File: config.mk
export PLATFORM = sky130hd
export DESIGN_NAME = voxel_face_cull_ao_shader
export DESIGN_NICKNAME = d
export VERILOG_FILES = /design/src/sv/vfc_pkg.sv /design/src/sv/vfc_ao.sv /design/src/sv/vfc_shade.sv /design/src/sv/voxel_face_cull_ao_shader.sv
export SDC_FILE = /design/constraint.sdc
export NUM_CORES = 2
export LEC_CHECK = 0
export BUFFER_PORTS_ARGS = -buffer_cell sky130_fd_sc_hd__buf_2
export CAP_MARGIN = 20
export CORE_MARGIN = 8
export CORE_UTILIZATION = 61
export DETAILED_ROUTE_END_ITERATION = 12
export PLACE_DENSITY = 0.82
export SYNTH_ARGS = -nofsm -noshare
export SYNTH_HDL_FRONTEND = slang
export SYNTH_SLANG_ARGS = --single-unit
File: constraint.sdc
create_clock -name clk -period 11 [get_ports clk]
set_input_delay 2.2 -clock clk [delete_from_list [all_inputs] [get_ports clk]]
set_output_delay 2.2 -clock clk [all_outputs]
set_load 0.005 [all_outputs]
File: src/sv/vfc_pkg.sv
// Shared types, codes and shade tables for the voxel face cull and AO shader.
// No dependencies; imported by every module of the block.
package vfc_pkg;

    typedef logic [1:0] kind_t;
    typedef logic [2:0] face_id_t;
    typedef logic [8:0] factor_t;
    typedef logic [5:0] face_mask_t;
    typedef logic [3:0][8:0] shade_set_t;

    localparam kind_t KIND_AIR   = 2'd0;
    localparam kind_t KIND_WATER = 2'd1;

    localparam face_id_t FACE_TOP    = 3'd0;
    localparam face_id_t FACE_BOTTOM = 3'd1;
    localparam face_id_t FACE_POS_X  = 3'd2;
    localparam face_id_t FACE_NEG_X  = 3'd3;
    localparam face_id_t FACE_POS_Z  = 3'd4;
    localparam face_id_t FACE_NEG_Z  = 3'd5;

    localparam int NUM_FACES = 6;

    localparam factor_t SIDE_SHADE = 9'd184;

    function automatic logic [1:0] ao_level(input logic e1, input logic e2, input logic c);
        logic [1:0] opaque_cnt;
        opaque_cnt = {1'b0, e1} + {1'b0, e2} + {1'b0, c};
        if (e1 && e2)
            return 2'd0;
        return 2'd3 - opaque_cnt;
    endfunction

    function automatic factor_t top_shade(input logic [1:0] lvl);
        case (lvl)
            2'd0:    return 9'd141;
            2'd1:    return 9'd179;
            2'd2:    return 9'd218;
            default: return 9'd256;
        endcase
    endfunction

    function automatic factor_t bottom_shade(input logic [1:0] lvl);
        case (lvl)
            2'd0:    return 9'd84;
            2'd1:    return 9'd108;
            2'd2:    return 9'd131;
            default: return 9'd154;
        endcase
    endfunction

endpackage

File: src/sv/vfc_ao.sv
// Corner ambient occlusion: four vertex shade factors for a top or bottom face.
// Depends on vfc_pkg.
module vfc_ao
    import vfc_pkg::*;
(
    input  logic [8:0] layer,
    input  logic       is_top,
    output shade_set_t factors
);

    logic       s1, s2, s3, s4;
    logic       c1, c2, c3, c4;
    logic [1:0] a0, a1, a2, a3;

    assign s1 = layer[1];
    assign s2 = layer[3];
    assign s3 = layer[7];
    assign s4 = layer[5];
    assign c1 = layer[0];
    assign c2 = layer[6];
    assign c3 = layer[8];
    assign c4 = layer[2];

    always_comb
    begin
        a0 = ao_level(s1, s2, c1);
        a2 = ao_level(s3, s4, c3);
        if (is_top)
        begin
            a1 = ao_level(s1, s4, c4);
            a3 = ao_level(s3, s2, c2);
            factors[0] = top_shade(a0);
            factors[1] = top_shade(a1);
            factors[2] = top_shade(a2);
            factors[3] = top_shade(a3);
        end
        else
        begin
            a1 = ao_level(s3, s2, c2);
            a3 = ao_level(s1, s4, c4);
            factors[0] = bottom_shade(a0);
            factors[1] = bottom_shade(a1);
            factors[2] = bottom_shade(a2);
            factors[3] = bottom_shade(a3);
        end
    end

endmodule

File: src/sv/vfc_shade.sv
// Scales the RGB channels of one RGBA colour by a 1/256 shade factor, with saturation.
// Depends on vfc_pkg.
module vfc_shade
    import vfc_pkg::*;
(
    input  logic [31:0] base,
    input  factor_t     factor,
    output logic [31:0] color
);

    always_comb
    begin
        logic [16:0] prod;
        color[7:0] = base[7:0];
        for (int ch = 1; ch < 4; ch++)
        begin
            prod = {9'd0, base[ch*8 +: 8]} * {8'd0, factor};
            if (prod[16])
                color[ch*8 +: 8] = 8'hFF;
            else
                color[ch*8 +: 8] = prod[15:8];
        end
    end

endmodule

File: src/sv/voxel_face_cull_ao_shader.sv
// Top level of the voxel face cull and AO shader: voxel register, face walk, result register.
// Depends on vfc_pkg, vfc_ao and vfc_shade.
//
// Usage:
//   A voxel word is taken at a rising edge where start is high and busy is low.
//   At that edge the visible faces are worked out and held in a face mask.
//   Each following cycle the lowest remaining face is shaded and registered;
//   it shows on the result ports with done high for exactly one cycle. The
//   first face is shaded from the loaded face mask, then registered onto the
//   result ports, where the receiver takes it. Faces come in the
//   order top, bottom, +x, -x, +z, -z, and last_face marks the final one.
//   busy is high while more than one face is still to be emitted, so the next
//   voxel is taken at the edge that registers the last face of the current one.
//   The face walk, one face per cycle through the shading unit, sets the rate.
//   Air voxels and voxels with no visible face give no result.
//   Reset clears the face mask and done; nothing is pending afterwards.
//   The receiver cannot stall: every result must be taken as it appears.
module voxel_face_cull_ao_shader
    import vfc_pkg::*;
(
    input  logic        clk,
    input  logic        rst_n,
    input  logic        start,
    output logic        busy,
    input  logic [1:0]  center_kind,
    input  logic [8:0]  above_opaque,
    input  logic [8:0]  below_opaque,
    input  logic [3:0]  side_opaque,
    input  logic [3:0]  side_water,
    input  logic        above_is_air,
    input  logic [31:0] top_color,
    input  logic [31:0] bottom_color,
    input  logic [31:0] side_color,
    input  logic signed [20:0] pos_x,
    input  logic [7:0]  pos_y,
    input  logic signed [20:0] pos_z,
    output logic        done,
    output logic [2:0]  face_id,
    output logic        water_face,
    output logic signed [20:0] quad_x,
    output logic [7:0]  quad_y,
    output logic signed [20:0] quad_z,
    output logic [31:0] vertex_color0,
    output logic [31:0] vertex_color1,
    output logic [31:0] vertex_color2,
    output logic [31:0] vertex_color3,
    output logic        last_face
);

    face_mask_t          mask_reg, mask_next, load_mask, remain_mask;
    logic [8:0]          above_reg, below_reg;
    logic [31:0]         top_color_reg, bottom_color_reg, side_color_reg;
    logic                water_reg;
    logic signed [20:0]  pos_x_reg, pos_z_reg;
    logic [7:0]          pos_y_reg;

    logic                accept;
    logic                load_water;
    face_id_t            cur_face;
    logic                is_top;
    logic [8:0]          ao_layer;
    shade_set_t          ao_factors;
    shade_set_t          sel_factors;
    logic [31:0]         sel_base;
    logic [3:0][31:0]    shaded;

    logic                done_reg;
    face_id_t            face_id_reg;
    logic                water_face_reg;
    logic signed [20:0]  quad_x_reg, quad_z_reg;
    logic [7:0]          quad_y_reg;
    logic [3:0][31:0]    vcolor_reg;
    logic                last_face_reg;

    assign busy   = |(mask_reg & (mask_reg - 6'd1));
    assign accept = start && !busy;

    // visible faces of the incoming voxel
    always_comb
    begin
        load_water = (center_kind == KIND_WATER);
        load_mask  = '0;
        if (center_kind != KIND_AIR)
        begin
            load_mask[FACE_TOP]    = load_water ? above_is_air : !above_opaque[4];
            load_mask[FACE_BOTTOM] = !load_water && !below_opaque[4];
            for (int b = 0; b < 4; b++)
                load_mask[2 + b] = !(side_opaque[b] || (load_water && side_water[b]));
        end
    end

    // pick the lowest remaining face
    always_comb
    begin
        cur_face = FACE_TOP;
        for (int f = NUM_FACES - 1; f >= 0; f--)
        begin
            if (mask_reg[f])
                cur_face = face_id_t'(f);
        end
        remain_mask = mask_reg & ~(face_mask_t'(1) << cur_face);
    end

    assign mask_next = accept ? load_mask : remain_mask;

    always_ff @(posedge clk or negedge rst_n)
    begin
        if (!rst_n)
            mask_reg <= '0;
        else
            mask_reg <= mask_next;
    end

    always_ff @(posedge clk)
    begin
        if (accept)
        begin
            above_reg        <= above_opaque;
            below_reg        <= below_opaque;
            top_color_reg    <= top_color;
            bottom_color_reg <= bottom_color;
            side_color_reg   <= side_color;
            water_reg        <= load_water;
            pos_x_reg        <= pos_x;
            pos_y_reg        <= pos_y;
            pos_z_reg        <= pos_z;
        end
    end

    assign is_top   = (cur_face == FACE_TOP);
    assign ao_layer = is_top ? above_reg : below_reg;

    vfc_ao u_ao (
        .layer   (ao_layer),
        .is_top  (is_top),
        .factors (ao_factors)
    );

    always_comb
    begin
        case (cur_face)
            FACE_TOP:
            begin
                sel_factors = ao_factors;
                sel_base    = top_color_reg;
            end
            FACE_BOTTOM:
            begin
                sel_factors = ao_factors;
                sel_base    = bottom_color_reg;
            end
            default:
            begin
                sel_factors = {4{SIDE_SHADE}};
                sel_base    = side_color_reg;
            end
        endcase
    end

    for (genvar v = 0; v < 4; v++)
    begin : g_vertex
        vfc_shade u_shade (
            .base   (sel_base),
            .factor (sel_factors[v]),
            .color  (shaded[v])
        );
    end

    always_ff @(posedge clk or negedge rst_n)
    begin
        if (!rst_n)
            done_reg <= 1'b0;
        else
            done_reg <= |mask_reg;
    end

    always_ff @(posedge clk)
    begin
        if (|mask_reg)
        begin
            face_id_reg    <= cur_face;
            water_face_reg <= water_reg;
            quad_x_reg     <= pos_x_reg;
            quad_y_reg     <= pos_y_reg;
            quad_z_reg     <= pos_z_reg;
            vcolor_reg     <= shaded;
            last_face_reg  <= (remain_mask == '0);
        end
    end

    assign done          = done_reg;
    assign face_id       = face_id_reg;
    assign water_face    = water_face_reg;
    assign quad_x        = quad_x_reg;
    assign quad_y        = quad_y_reg;
    assign quad_z        = quad_z_reg;
    assign vertex_color0 = vcolor_reg[0];
    assign vertex_color1 = vcolor_reg[1];
    assign vertex_color2 = vcolor_reg[2];
    assign vertex_color3 = vcolor_reg[3];
    assign last_face     = last_face_reg;

endmodule

### After elaboration in Yosys (flattened, before gate mapping)

Cells that the tools add are included.

* register bits: 331
* output and inout port bits: 185
* logic and storage cells: 150

* $add $sub $neg: 13
* multiply operators: 12
* equality and inequality tests: 14
* shift-type cells: 1
* mux-type cells: 43
* bitwise gates (word level): 3
* reduce and logical (&&, ||, !) cells: 34

Operators by type and width (number)
* 8-bit by 9-bit multiplier with 17-bit output: 12
* 9-bit one-hot mux with 3 select lines: 4
* 8-bit one-hot mux with 3 select lines: 4
* 36-bit 2-to-1 mux: 2
* 32-bit one-hot mux with 2 select lines: 1
* 2-bit 2-to-1 mux: 14
* 3-bit 2-to-1 mux: 6
* 2-bit by 1-bit == test with 1-bit output (second input constant): 7
* 6-bit bitwise AND: 2
* 2-bit == test (second input constant): 6
* 2-bit logical NOT: 6
* 6-bit 2-to-1 mux: 2
* 6-bit OR reduction: 2
* 1-bit logical AND: 10
* 1-bit 2-to-1 mux: 9
* 9-bit 2-to-1 mux: 1
* 1-bit by 1-bit adder with 2-bit output: 4
* 2-bit by 1-bit adder with 2-bit output: 4
* 1-bit logical NOT: 8
* 2-bit subtractor (first input constant): 4
* 6-bit logical NOT: 1
* 6-bit inverter: 1
* 1-bit by 3-bit << shifter with 6-bit output (first input constant): 1
* 6-bit by 1-bit subtractor with 6-bit output (second input constant): 1
* other kinds (5): 8

### Depth between registers and ports, before layout

* depth after elaboration: 18
* depth in mapped cells: 34

### Hierarchy

Synthesis repeated with hierarchy kept, for this count alone.

* cells, all modules: 3803
* area total of the unflattened synthesis: 39830.7 µm²

By module, submodules not included
* voxel_face_cull_ao_shader: times used 1, cells an instance 596, area each 11885.1 µm², seq. area each 10625.2 µm²
* vfc_shade (g_vertex[0].u_shade): times used 1, cells an instance 809, area each 6979.2 µm², seq. area each 0.0 µm²
* vfc_shade (g_vertex[2].u_shade): times used 1, cells an instance 774, area each 6794.0 µm², seq. area each 0.0 µm²
* vfc_shade (g_vertex[1].u_shade): times used 1, cells an instance 770, area each 6700.2 µm², seq. area each 0.0 µm²
* vfc_shade (g_vertex[3].u_shade): times used 1, cells an instance 749, area each 6628.9 µm², seq. area each 0.0 µm²
* vfc_ao: times used 1, cells an instance 105, area each 843.3 µm², seq. area each 0.0 µm²

### Worst setup path after synthesis

Ideal clock, no wire load.

* kind: register -> register
* from: reg mask_reg[3]
* to: reg vcolor_reg, in the netlist vertex_color0[14], data pin
* library setup time: 0.259 ns
* data arrival time: 7.807 ns
* data required time: 10.741 ns
* slack: 2.934 ns
* stages on the path, launching flop included: 33
* buffers on the path: 4
* clock period less this slack: 8.066 ns
* cells stage by stage: dfrtp_1 -> nor4_4 -> a21o_1 -> clkbuf_1 -> buf_1 -> mux2i_1 -> fa_1 -> o21ai_0 -> inv_1 -> ha_1 -> or2_2 -> nor2_1 -> a21oi_1 -> or2_2 -> clkbuf_1 -> clkbuf_1 -> nor2_1 -> fa_1 -> fa_1 -> inv_1 -> fa_1 -> inv_1 -> fa_1 -> ha_1 -> o211ai_1 -> or3_1 -> nor4_1 -> a21oi_1 -> o21ai_1 -> a211o_1 -> a21oi_1 -> xnor2_1 -> or2_1

* cells in the longest elaborated chain, start to end: 15
* elaborated cells on any way between the ends: 23

RTL lines
* from (decl): line voxel_face_cull_ao_shader.sv:50 `face_mask_t mask_reg, mask_next, load_mask, remain_mask;`
* from (signal assigned): line voxel_face_cull_ao_shader.sv:111 `mask_reg <= mask_next;`
* 3-bit 2-to-1 mux * (4 in a row): line voxel_face_cull_ao_shader.sv:98 `if (mask_reg[f])`
* 3-bit logical NOT: line voxel_face_cull_ao_shader.sv:130, voxel_face_cull_ao_shader.sv:141
* 9-bit 2-to-1 mux: line voxel_face_cull_ao_shader.sv:131 `assign ao_layer = is_top ? above_reg : below_reg;`
* 1-bit by 1-bit adder with 2-bit output: line vfc_pkg.sv:27 `opaque_cnt = {1'b0, e1} + {1'b0, e2} + {1'b0, c};`
* 2-bit by 1-bit adder with 2-bit output: line vfc_pkg.sv:27
* 2-bit subtractor: line vfc_pkg.sv:30 `return 2'd3 - opaque_cnt;`
* 2-bit 2-to-1 mux: line vfc_pkg.sv:30
* 2-bit == test (tied with other cells): line vfc_pkg.sv:34, vfc_pkg.sv:43
* 8-bit one-hot mux with 3 select lines or 9-bit one-hot mux with 3 select lines (tied branches): line vfc_pkg.sv:43, vfc_pkg.sv:34
* 36-bit 2-to-1 mux: line vfc_ao.sv:28 `if (is_top)`
* 36-bit 2-to-1 mux: line voxel_face_cull_ao_shader.sv:141 `case (cur_face)`
* 8-bit by 9-bit multiplier with 17-bit output *: line vfc_shade.sv:17 `prod = {9'd0, base[ch*8 +: 8]} * {8'd0, factor};`
* to (signal assigned): line voxel_face_cull_ao_shader.sv:186 `vcolor_reg <= shaded;`
* to (decl): line voxel_face_cull_ao_shader.sv:72 `logic [3:0][31:0] vcolor_reg;`

Mark *: on every way between the ends. The rest lies on a longest branch, timed or not.
A chain may end at the register's enable or synchronous reset.

### Final worst setup path

* from: reg mask_reg[3]
* to: reg vcolor_reg, in the netlist vertex_color3[17], data pin

* cells in the longest elaborated chain, start to end: 16
* elaborated cells on any way between the ends: 36

RTL lines
* 3-bit 2-to-1 mux * (4 in a row): line voxel_face_cull_ao_shader.sv:98
* 3-bit logical NOT: line voxel_face_cull_ao_shader.sv:130, voxel_face_cull_ao_shader.sv:141
* 9-bit 2-to-1 mux: line voxel_face_cull_ao_shader.sv:131
* 1-bit by 1-bit adder with 2-bit output or 1-bit logical AND (tied branches): line vfc_pkg.sv:27, vfc_pkg.sv:28
* 2-bit by 1-bit adder with 2-bit output or 1-bit 2-to-1 mux (tied branches): line vfc_pkg.sv:27, vfc_pkg.sv:28
* 2-bit subtractor or 1-bit 2-to-1 mux (tied branches): line vfc_pkg.sv:30, vfc_ao.sv:28
* 2-bit 2-to-1 mux: line vfc_pkg.sv:30
* 2-bit 2-to-1 mux: line vfc_ao.sv:28
* 2-bit == test (tied with other cells): line vfc_pkg.sv:43 `case (lvl)`
* 8-bit one-hot mux with 3 select lines or 9-bit one-hot mux with 3 select lines (tied branches): line vfc_pkg.sv:43, vfc_pkg.sv:34
* 36-bit 2-to-1 mux: line vfc_ao.sv:28
* 36-bit 2-to-1 mux: line voxel_face_cull_ao_shader.sv:141
* 8-bit by 9-bit multiplier with 17-bit output *: line vfc_shade.sv:17

Mark *: on every way between the ends. The rest lies on a longest branch, timed or not. The select of a mux whose other input is x is not followed.

==> flow_summary.json <==
{
  "status": "completed",
  "yosysWarnings": 0,
  "drc": 0,
  "syn_area_per_cell_sq_um": 9.933,
  "required_ns": 11.29,
  "syn-num-nets": 4819,
  "viasPerCell": 5.814,
  "final_cell_mix": "736 x nor2_1, 571 x inv_1, 494 x fa_1",
  "pin_count": 363,
  "max_cap_violations": 0,
  "r2r-start": "mask_reg[3]$_DFF_PN0_",
  "end_kind": "flip-flop",
  "yosysUniqueCellTypes": 88,
  "crit_fanout": 24,
  "antenna_left": 0,
  "drt_iter0_drc": 2434,
  "fmax_ghz": 0.1011,
  "synth_edf_count": 322,
  "cts_setup_buffers": 0,
  "grt_usage": 0.2924,
  "cts_resized": 0,
  "overflow": 0,
  "r2r_slack_ns": 1.11,
  "slowest_stage": "a2111oi_0",
  "clk_pin_slew_ns": 0.06,
  "grt_pass1_wl_um": 156400,
  "routed_wl_um": 98380,
  "syn_area_sq_um": 36950,
  "die_h_um": 262.1,
  "crit_path_frequent_cell": "inv_1",
  "tightest_slew_ns": 1.246,
  "worst_hold_path.endpoint": "quad_y[0]$_DFFE_PP_",
  "cts_tree": "done",
  "wl_per_cell_um": 20.43,
  "routabilityCongestion": 0.9684,
  "critPathLaunchType": "flip-flop",
  "synthToLayoutAreaGrowth_pct": 10.31,
  "insertion_delay_ns": 0.58,
  "drt_first_pass_iters": 6,
  "synth_cells": 3720,
  "start_util": 0.6145,
  "num_vias": 28002,
  "hold_start": "pos_y_reg[0]$_DFFE_PP_",
  "crit_buf_inv": 7,
  "arrival_ns": 10.18,
  "hp-class": "reg -> reg",
  "crit_family": "compound AO/OA/AOI/OAI gates",
  "tns_ns": 0,
  "dieArea_sq_um": 68710,
  "antenna_found_initial": 4,
  "fin_nets": 5105,
  "grt_max_degree": 87,
  "fp-row-count": 90,
  "crit_path_max_incr_delay_ns": 0.75,
  "reg2regPathDepth": 32,
  "fin_crit_sh": 0.8992,
  "cts_buffers": 37,
  "synth_top_area_frac": 0.2676,
  "root_buffer": "clkbuf_16",
  "hold_depth": 0,
  "synthFlopType": "edfxtp_1",
  "finalCriticalPeriod_ns": 9.891,
  "rsz0062_at_grt": "false",
  "hold_viol_final": 0,
  "layout-drive-gt1-share": 0.1461,
  "cts_num_sinks": 329,
  "synth_top_area_cell": "fa_1",
  "ys_seq_area_frac": 0.2664,
  "synthArstFlopShare": 0.02128,
  "setup_viol": 0,
  "mostFrequentLayoutCell": "nor2_1",
  "drv_slew": 0,
  "core_sq_um": 60130,
  "io_buffers": 362,
  "cts_max_level": 2,
  "worst-setup-path-type": "reg -> reg",
  "ys_ff_latch": 329,
  "slew_headroom": 0.1693,
  "clk_path_buf_depth": 3,
  "grt_pass1_vias": 29340,
  "final.setup_skew_ns": 0.03666,
  "synth.area.top_cells": "fa_1 27%, edfxtp_1 26%, ha_1 14%",
  "dp_hpwl_um": 75240,
  "dieWidth_um": 262.1,
  "hold_buffers": 0,
  "r2r_end": "vertex_color3[17]$_SDFFCE_PP1P_"
}
## logic make-up (layout without fill, tap and decap cells)
logic type,Yosys count,in the layout,share of synthesized area
flip-flops,329,329,0.2664
XOR/XNOR,100,100,0.02553
other,0,3,0
buffers and inverters,753,1064,0.07944
multiplexers,22,22,0.005960
adder cells (fa/ha/maj),921,921,0.4122
AND/OR/NAND/NOR,1221,1221,0.1410
AO/OA/AOI/OAI,374,374,0.06942
## synth_stat cells, drive strengths merged, types with 53 or more instances
| master | n |
|---|---|
| xnor2 | 53 |
| nor2 | 736 |
| fa | 494 |
| or2 | 54 |
| o21ai | 94 |
| edfxtp | 322 |
| ha | 427 |
| a21oi | 97 |
| inv | 572 |
| nand2 | 226 |
| clkbuf | 141 |
| nand2b | 55 |
## worst max path at each step
stage / start / to / slack [ns] / depth (start not counted)
2_1_floorplan: mask_reg[3]$_DFF_PN0_ / vertex_color0[14]$_SDFFCE_PP1P_ / 2.93 / 32
3_3_place_gp: mask_reg[3]$_DFF_PN0_ / vertex_color3[17]$_SDFFCE_PP1P_ / 1.32 / 32
3_5_place_dp: mask_reg[3]$_DFF_PN0_ / vertex_color3[17]$_SDFFCE_PP1P_ / 1.19 / 32
4_1_cts: mask_reg[3]$_DFF_PN0_ / vertex_color3[17]$_SDFFCE_PP1P_ / 1.14 / 32
5_1_grt: mask_reg[3]$_DFF_PN0_ / vertex_color3[17]$_SDFFCE_PP1P_ / 0.44 / 29
6_report: mask_reg[3]$_DFF_PN0_ / vertex_color3[17]$_SDFFCE_PP1P_ / 1.11 / 32
## worst register-to-register path, delay by kind of cell, from the launching register on
family	cells	cell delay, ns
buf+inv	7	0.81
xor+xnor	2	0.49
fa+ha+maj	7	2.71
simple gates	4	1.47
flops	1	0.46
compound gates	11	2.95
mux	1	0.74
## cell type report
cell class / count / area (sq um)
multi-input cells: 2638 / 24310
fillers: 4510 / 19370
flip-flops and latches: 329 / 9844
repair buffers: 428 / 2301
inverters: 572 / 2152
well taps: 782 / 978.4
clock buffers: 45 / 955.9
clock inverters: 19 / 215.2
diodes: 3 / 7.507
## routing by layer
metal  global-route usage  up-vias  share of wire
met5                    0        -              0
met4               0.1435        0          0.052
met3              0.06710      341           0.10
met2               0.4888     1415           0.48
met1               0.3568    13735           0.37
li1                     -    12511              -
## metrics by stage
step                        util  cell area, sq um  setup slack (ns)  hold slack, ns  instances
after detailed placement  0.6582             39580             1.187          0.4045       4748
final                     0.6778             40760             1.109          0.4161       4816
after global placement    0.6581             39570             1.316          0.4005       4747
after floorplan                -             36950             2.934          0.4003       3720
after global routing      0.6778             40760            0.4359          0.4236       4815
after CTS                 0.6776             40750             1.139          0.4171       4812
Power is not shown: default switching activity piles up to over one toggle a cycle in this logic, so the estimate is an artifact.
